### config.mk
export PLATFORM = sky130hd
export DESIGN_NAME = trpt_ctrl
export DESIGN_NICKNAME = d
export VERILOG_FILES = /design/src/hw/rtl/trpt_pkg.sv /design/src/hw/rtl/trpt_ctrl.sv
export VERILOG_INCLUDE_DIRS = /design/src /design/src/hw/rtl
export SDC_FILE = /design/constraint.sdc
export NUM_CORES = 1
export LEC_CHECK = 0
export BUFFER_PORTS_ARGS = -buffer_cell sky130_fd_sc_hd__buf_2
export CAP_MARGIN = 10
export CORE_AREA = 10 10 47 49
export CTS_CLUSTER_SIZE = 40
export DETAILED_ROUTE_END_ITERATION = 6
export DIE_AREA = 0 0 57 59
export SLEW_MARGIN = 20
export SYNTH_ARGS = -nofsm -noshare
export SYNTH_HDL_FRONTEND = slang
export SYNTH_SLANG_ARGS = --single-unit
### constraint.sdc
create_clock -name i_clk -period 2.09 [get_ports i_clk]
set_input_delay 0.3135 -clock i_clk [delete_from_list [all_inputs] [get_ports i_clk]]
set_output_delay 0.3135 -clock i_clk [all_outputs]
set_load 0.02 [all_outputs]
### src/hw/rtl/trie_root_prefix_truncator_core_macros.svh
// Assertion macros shared by the trie prefix truncator modules.
`ifndef TRIE_ROOT_PREFIX_TRUNCATOR_CORE_MACROS_SVH
`define TRIE_ROOT_PREFIX_TRUNCATOR_CORE_MACROS_SVH

// Consequent must hold in the same cycle as the antecedent.
`define TRPT_ASSERT_SAME(label, clk, rst_n, ante, cons, msg) \
    label: assert property (@(posedge clk) disable iff (!rst_n) (ante) |-> (cons)) \
        else $error(msg);

// Consequent must hold in the cycle after the antecedent.
`define TRPT_ASSERT_NEXT(label, clk, rst_n, ante, cons, msg) \
    label: assert property (@(posedge clk) disable iff (!rst_n) (ante) |=> (cons)) \
        else $error(msg);

`endif

### src/hw/rtl/trpt_pkg.sv
// Types, constants and codes shared by the trie prefix truncator modules.
`default_nettype none

package trpt_pkg;

    localparam int MAX_NODES     = 1024;
    localparam int ALPHABET_SIZE = 26;
    localparam int NODE_W        = $clog2(MAX_NODES);
    localparam int CNT_W         = NODE_W + 1;
    localparam int CHAR_W        = 5;

    localparam logic [CHAR_W-1:0] SPACE_CODE = 5'd26;

    typedef enum logic [1:0] {
        CMD_INSERT = 2'd0,
        CMD_MATCH  = 2'd1,
        CMD_CLEAR  = 2'd2,
        CMD_NOP    = 2'd3
    } t_cmd_e;

    typedef enum logic [1:0] {
        MODE_SEARCH = 2'd0,
        MODE_DROP   = 2'd1,
        MODE_PASS   = 2'd2
    } t_mode_e;

    typedef enum logic [1:0] {
        ST_INIT  = 2'd0,
        ST_IDLE  = 2'd1,
        ST_LOOK  = 2'd2,
        ST_ALLOC = 2'd3
    } t_state_e;

    typedef struct packed {
        t_cmd_e             cmd;
        logic [CHAR_W-1:0]  ch;
        logic               last;
    } t_in_item;

    typedef struct packed {
        logic               emit;
        logic [CHAR_W-1:0]  out_char;
        logic               out_last;
        logic               table_full;
    } t_out_item;

    // One row of child links, one field per letter.
    typedef logic [ALPHABET_SIZE-1:0][NODE_W-1:0] t_row;

    typedef struct packed {
        logic init_root;    // zero the root row
        logic load_item;    // capture the incoming transaction
        logic commit;       // apply the item's state updates
        logic load_out;     // load the result register
        logic alloc_write;  // zero the newly allocated node's row
    } t_ctl_cmd;

    typedef struct packed {
        logic need_alloc;
    } t_dp_status;

endpackage

`default_nettype wire

### src/hw/rtl/trpt_ctrl.sv
// Controller state machine for the trie prefix truncator.
`default_nettype none

`include "trie_root_prefix_truncator_core_macros.svh"

module trpt_ctrl
    import trpt_pkg::*;
(
    input  logic       i_clk,
    input  logic       i_rst_n,
    input  logic       i_in_valid,
    output logic       o_in_stall,
    output logic       o_out_valid,
    input  logic       i_out_stall,
    input  t_dp_status i_status,
    output t_ctl_cmd   o_ctl
);

    t_state_e r_state;
    t_state_e n_state;
    logic     r_out_valid;
    logic     n_out_valid;
    logic     out_free;

    assign out_free = !r_out_valid || !i_out_stall;

    always_ff @(posedge i_clk) begin
        if (!i_rst_n) begin
            r_state     <= ST_INIT;
            r_out_valid <= 1'b0;
        end else begin
            r_state     <= n_state;
            r_out_valid <= n_out_valid;
        end
    end

    always_comb begin
        n_state = r_state;
        case (r_state)
            ST_INIT: begin
                n_state = ST_IDLE;
            end
            ST_IDLE: begin
                if (i_in_valid) begin
                    n_state = ST_LOOK;
                end
            end
            ST_LOOK: begin
                if (out_free) begin
                    n_state = i_status.need_alloc ? ST_ALLOC : ST_IDLE;
                end
            end
            ST_ALLOC: begin
                n_state = ST_IDLE;
            end
            default: begin
                n_state = ST_IDLE;
            end
        endcase
    end

    always_comb begin
        o_ctl       = '0;
        o_in_stall  = 1'b1;
        n_out_valid = r_out_valid && i_out_stall;
        case (r_state)
            ST_INIT: begin
                o_ctl.init_root = 1'b1;
            end
            ST_IDLE: begin
                o_in_stall      = 1'b0;
                o_ctl.load_item = i_in_valid;
            end
            ST_LOOK: begin
                if (out_free) begin
                    o_ctl.commit   = 1'b1;
                    o_ctl.load_out = 1'b1;
                    n_out_valid    = 1'b1;
                end
            end
            ST_ALLOC: begin
                o_ctl.alloc_write = 1'b1;
            end
            default: begin
                o_ctl = '0;
            end
        endcase
    end

    assign o_out_valid = r_out_valid;

    `TRPT_ASSERT_NEXT(a_accept_starts_lookup, i_clk, i_rst_n,
        i_in_valid && !o_in_stall, r_state == ST_LOOK,
        "accepted transaction did not start a lookup")
    `TRPT_ASSERT_SAME(a_result_slot_free, i_clk, i_rst_n,
        o_ctl.load_out, !r_out_valid || !i_out_stall,
        "result loaded over a pending transaction")
    `TRPT_ASSERT_NEXT(a_alloc_single_cycle, i_clk, i_rst_n,
        r_state == ST_ALLOC, r_state == ST_IDLE && !r_out_valid == !$past(n_out_valid),
        "node allocation did not finish in one cycle")

endmodule

`default_nettype wire

==> After elaboration in Yosys (flattened, before gate mapping) <==
Index checks and enable logic that the tools add are counted.
{ "word_totals": {"ff_bits": 3, "latchBits": 0, "mem_bits_rw": 0, "romBits": 0, "in_bits": 5, "elab_cells": 26, "n_memories": 0} }
{ "classes": {"addsub": 0, "multipliers": 0, "div_mod_pow": 0, "n_lt_le_gt_ge": 0, "eq_ne": 5, "shifts": 0, "muxes": 12, "bitwise": 0, "reduce_logical": 7} }
{ "op_table": {"columns": ["operator", "count"], "rows": [
  ["two-way mux 2 bit", 5],
  ["two-way mux 1 bit", 6],
  ["one-hot mux 2 bit (3 select lines)", 1],
  ["equality test 2 bit, second input constant", 2],
  ["!= test 2 bit, second input constant", 2],
  ["equality test 2 x 1 -> 1 bit, second input constant", 1],
  ["zero test 1 bit", 2],
  ["zero test 2 bit", 1],
  ["AND reduction 2 bit", 1],
  ["OR reduction 2 bit", 1],
  ["logical AND 1 bit", 1],
  ["logical OR 1 bit", 1]
]} }

==> Longest topological paths before layout <==
Gate-level depths: netlist of run 1.
{ "logic_depth": {"word_depth": 4, "depth_mapped": 3} }

==> Worst setup path before layout of run 1 <==
No wires, ideal clock.
{ "synth_timing": {"path_kind": "register -> output", "startpoint": "register r_state[0]", "endpoint": "output port o_ctl[2] in the netlist's numbering", "arrival_ns": 1.148, "slack_ns": 0.628, "stages_incl_launch_ff": 4, "path_buffers": 1, "cell_sequence": "dfxtp_1 nand2b_2 a21oi_1 buf_4"} }
{ "synth_lines": {"columns": ["element", "line", "source"], "rows": [
  ["from (decl)", "trpt_ctrl.sv:19", "t_state_e r_state;"],
  ["from (signal assigned)", "trpt_ctrl.sv:32", "r_state <= n_state;"],
  ["to (decl)", "trpt_ctrl.sv:16", "output t_ctl_cmd o_ctl"]
]} }

==> results of run 1 <==
==> routing by layer <==
layer | part of all wire | global-route usage
met5 | 0 | 0
met4 | 0 | 0.0201
met3 | 0.16 | 0.0365
met2 | 0.40 | 0.0403
met1 | 0.44 | 0.0272
==> registers in the layout, indices dropped and copies added (netlist names) <==
signal,cells
r_state,2
o_out_valid,1
==> final cells by class <==
| class | count | area, um2 | share of cell area |
|---|---|---|---|
| multi-input combinational | 12 | 91.3 | 0.356 |
| timing repair buffer | 11 | 55.1 | 0.215 |
| inverter | 1 | 3.75 | 0.0146 |
| tap | 16 | 20.0 | 0.0780 |
| clock buffer | 4 | 26.3 | 0.102 |
| sequential | 3 | 60.1 | 0.234 |
==> kinds of logic after synthesis <==
logic type	share of synthesized area
AND/OR/NAND/NOR	0.331
AO/OA/AOI/OAI	0.231
flip-flops	0.369
buffers and inverters	0.0692
==> worst reg2reg max path: stages (launching register included) <==
cell and delay (ps):
dfxtp_1 350, nand2b_2 210, o221a_1 220
==> worst paths after layout <==
kind,start,end,depth (start not counted)
worst min register to register,o_out_valid,o_out_valid,2
worst max register to register,r_state[0],r_state[0],2
worst min-delay path,i_rst_n,r_state[1],2
worst max-delay path,r_state[0],o_ctl[2],3
==> cell usage after synthesis <==
cell type | instances | area share
nand2_1 | 1 | 0.023
and2_2 | 1 | 0.046
buf_4 | 1 | 0.046
o221a_1 | 1 | 0.069
nor2_1 | 1 | 0.023
and3b_1 | 1 | 0.054
nand2b_4 | 1 | 0.085
a21oi_1 | 2 | 0.062
a21boi_1 | 1 | 0.046
inv_1 | 1 | 0.023
dfxtp_1 | 3 | 0.37
nand2b_2 | 1 | 0.054
nand3b_1 | 1 | 0.046
o2bb2ai_1 | 1 | 0.054
==> per-stage QoR <==
step	hold WS, ps	std cells	setup WS (ps)	area (um2)
finish	337	47	653	256
global route	348	47	547	256
CTS	333	47	635	256
detailed placement	513	43	886	230
global placement	512	43	908	230
floorplan	430	17	628	163
==> power groups by stage <==
stage | clock [uW] | combinational [uW] | sequential, uW
2_1_floorplan | 0 | 21.8 | 66.1
3_3_place_gp | 0 | 36.0 | 65.8
3_5_place_dp | 0 | 35.8 | 66.1
4_1_cts | 104 | 35.9 | 65.2
5_1_grt | 111 | 38.5 | 65.8
6_report | 99.9 | 35.0 | 65.2
==> results.json, run 1 <==
{
  "status": "complete, no violations",
  "mostFrequentLayoutCells": "buf_2, clkbuf_4, dfxtp_1",
  "overflow": 0,
  "slowest_delay_ps": 350,
  "critical_path_class": "register to primary output",
  "swShare": 0.261,
  "cp.required_ps": 1780,
  "p_switching_uw": 52.3,
  "syn-num-nets": 22,
  "path_max_fanout": 6,
  "internal_power_uw": 148,
  "cp_top_family": "flip-flops",
  "clockBufferDepth": 2,
  "worst-path-buf-inv": 1,
  "num_rows": 14,
  "syn_area_per_cell_um2": 9.57,
  "drt_wl_total_um": 485,
  "cp.arrival_ps": 1120,
  "end_kind": "primary output",
  "yosysWarnings": 0,
  "htreeDepth": 1,
  "drc": 0,
  "drt_iter0_drc": 0,
  "timing.fmax_mhz": 696,
  "drv_slew": 0,
  "vdd_drop_max_mv": 0.241,
  "rrSetupSlack_ps": 1200,
  "powerDensity_nw_per_um2": 780,
  "root_buffer": "clkbuf_4",
  "synth_seq_area_share": 0.369,
  "cts_buffers": 3,
  "rsz0062_at_grt": "false",
  "finalPower_uw": 200,
  "critical-path-slowest-cell": "dfxtp_1",
  "fp.dieH_um": 59,
  "n_fill_cell": 175,
  "clk_latency_ps": 230,
  "p_leak_uw": 0.000125,
  "cap_violations": 0,
  "cts_tree": "built",
  "worst_pin_slew_ps": 202,
  "clk_pin_slew_ps": 40,
  "clock-sinks": 3,
  "synth.cell_area_um2": 163,
  "grt_pass1_vias": 186,
  "ys_ff_latch": 3,
  "period_needed_ps": 1440,
  "gp_congestion": 0.622,
  "finalCritPeriodShare": 0.688,
  "fin_util": 0.183,
  "core_area_um2": 1400,
  "combinationalPowerShare": 0.175,
  "diodes": 0,
  "hp-class": "input pin to register",
  "finalHoldViolCount": 0,
  "clockPowerShare": 0.499,
  "synth_cell_type_count": 14,
  "via_per_inst": 3.60,
  "final_common_cell": "buf_2",
  "relSlewSlack": 0.865,
  "wl_per_cell_um": 10.3,
  "grt_max_degree": 7,
  "antenna_found_initial": 0,
  "grtUsageTotal": 0.0311,
  "dr.pass1.iters": 1,
  "cts_hold_buf": 0,
  "vias": 169,
  "final_nets": 37,
  "synthCells": 17,
  "portBuffers": 11,
  "drive_gt1_frac": 0.548,
  "ant_nets": 0,
  "power_frac_seq": 0.326,
  "syn2layout_area_growth_pct": 57.7,
  "cts.repair.resized": 0,
  "postCtsSetupRepairBufs": 0,
  "fp.dieArea_um2": 3360,
  "cp-start-kind": "register",
  "setup_violations": 0,
  "setup-tns-final_ps": 0,
  "start_util": 0.116,
  "fp.dieW_um": 57,
  "path_cells": "nand2b_2 > a21oi_1 > buf_2",
  "grt_pass1_wl_um": 752,
  "io_pins": 12,
  "skew_ps": 3.42
}
Note: power is estimated with default switching activity, not from simulation.
==> run 2, diff against run 1 <==
==> constraint.sdc (replaced) <==
create_clock -name i_clk -period 1.3 [get_ports i_clk]
set_input_delay 0.195 -clock i_clk [delete_from_list [all_inputs] [get_ports i_clk]]
set_output_delay 0.195 -clock i_clk [all_outputs]
set_load 0.02 [all_outputs]
==> results.json, run 2 (synthesis gave the netlist of run 1 again) <==
{
  "start_util": 0.116,
  "worst_pin_slew_ps": 177,
  "final_nets": 37,
  "wl_per_cell_um": 10.4,
  "timing.rr.start": "o_out_valid",
  "cp.arrival_ps": 1010,
  "drc": 0,
  "period_needed_ps": 1200,
  "cts_hold_buf": 0,
  "clk_latency_ps": 230,
  "cp-start-kind": "register",
  "grt_pass1_vias": 187,
  "via_per_inst": 3.72,
  "setup-tns-final_ps": 0,
  "swShare": 0.261,
  "mostFrequentLayoutCells": "buf_2, clkbuf_4, nand2b_4, buf_6, dfxtp_2",
  "vias": 175,
  "fin_area_um2": 288,
  "largest_register_ffs": 2,
  "drv_slew": 0,
  "timing.fmax_mhz": 831,
  "cp.required_ps": 1110,
  "skew_ps": 3.93,
  "regMostFlops": "r_state",
  "vdd_drop_max_mv": 0.232,
  "combinationalPowerShare": 0.190,
  "cts_tree": "built",
  "status": "complete, no violations",
  "cap_violations": 0,
  "diodes": 0,
  "layoutNonFillerInstCount": 47,
  "grtUsageTotal": 0.0320,
  "dr.pass1.iters": 2,
  "p_leak_uw": 0.000132,
  "ant_nets": 0,
  "gp_congestion": 0.576,
  "grt_pass1_wl_um": 772,
  "place_area_um2": 234,
  "final_common_cell": "buf_2",
  "finalHoldViolCount": 0,
  "clockBufferDepth": 2,
  "p_switching_uw": 85.8,
  "setup_violations": 0,
  "fp.dieArea_um2": 3360,
  "grt_max_degree": 7,
  "drt_wl_total_um": 490,
  "power_frac_seq": 0.327,
  "n_fill_cell": 177,
  "holdWs_ps": 214,
  "num_rows": 14,
  "relSlewSlack": 0.882,
  "htreeDepth": 1,
  "cts.repair.resized": 0,
  "end_kind": "primary output",
  "clock-sinks": 3,
  "fp.dieH_um": 59,
  "internal_power_uw": 244,
  "overflow": 0,
  "portBuffers": 11,
  "finalCritPeriodShare": 0.926,
  "syn2layout_area_growth_pct": 76.9,
  "hp-class": "input pin to register",
  "antenna_found_initial": 0,
  "rsz0062_at_grt": "false",
  "clockPowerShare": 0.483,
  "fp.dieW_um": 57,
  "cts_buffers": 3,
  "root_buffer": "clkbuf_4",
  "place_inst": 43,
  "io_pins": 12,
  "hp-start": "i_rst_n",
  "path_max_fanout": 6,
  "drive_gt1_frac": 0.645,
  "fin_util": 0.205,
  "clk_pin_slew_ps": 30,
  "crit_start": "r_state[0]",
  "postCtsSetupRepairBufs": 0,
  "drt_iter0_drc": 2,
  "critical_path_class": "register to primary output",
  "powerDensity_nw_per_um2": 1140,
  "core_area_um2": 1400
}
[run 2: cell counts in the layout (fill, tap and decap cells not counted)]
No cell type changed its count.
[run 2: area by class of cell]
| type | instances | area (um2) | area share |
|---|---|---|---|
| Timing Repair Buffer | 11 | 67.6 | 0.235 |
| Multi-Input combinational cell | 12 | 108 | 0.374 |
| Sequential cell | 3 | 62.6 | 0.217 |
| Tap cell | 16 | 20.0 | 0.0696 |
| Inverter | 1 | 3.75 | 0.0130 |
| Clock buffer | 4 | 26.3 | 0.0913 |
[run 2: worst max-delay path, cell delays in order, from the launching register on]
cell and delay (ps):
dfxtp_2 340, nand2b_4 160, a21oi_4 140, buf_6 140
[run 2: final timing paths]
| check | to | slack [ps] | depth (start not counted) |
|---|---|---|---|
| max | o_ctl[2] | 100 | 3 |
| min | r_state[1] | 210 | 2 |
| max reg2reg | r_state[0] | 460 | 2 |
| min reg2reg | r_state[1] | 520 | 2 |
[run 2: per-stage QoR]
stage	setup WS, ps	total power [uW]
3_5_place_dp	238	164
2_1_floorplan	120	142
6_report	96.6	329
3_3_place_gp	245	164
4_1_cts	-12.9	331
5_1_grt	49.8	355
[run 2: routing by layer]
layer | wire, um | global-route usage | vias up
met1 | 153 | 0.0202 | 85
li1 | - | - | 86
met2 | 288 | 0.0527 | 4
met3 | 48 | 0.0300 | 0
met4 | 0 | 0.0302 | 0
met5 | 0 | 0 | -
[run 2: power by group through the flow]
| stage | logic [uW] | clock network [uW] | registers (uW) |
|---|---|---|---|
| global placement | 57.3 | 0 | 107 |
| CTS | 57.6 | 168 | 105 |
| finish | 62.6 | 159 | 108 |
| global route | 68.0 | 178 | 109 |
| floorplan | 35.5 | 0 | 106 |
| detailed placement | 57.6 | 0 | 107 |
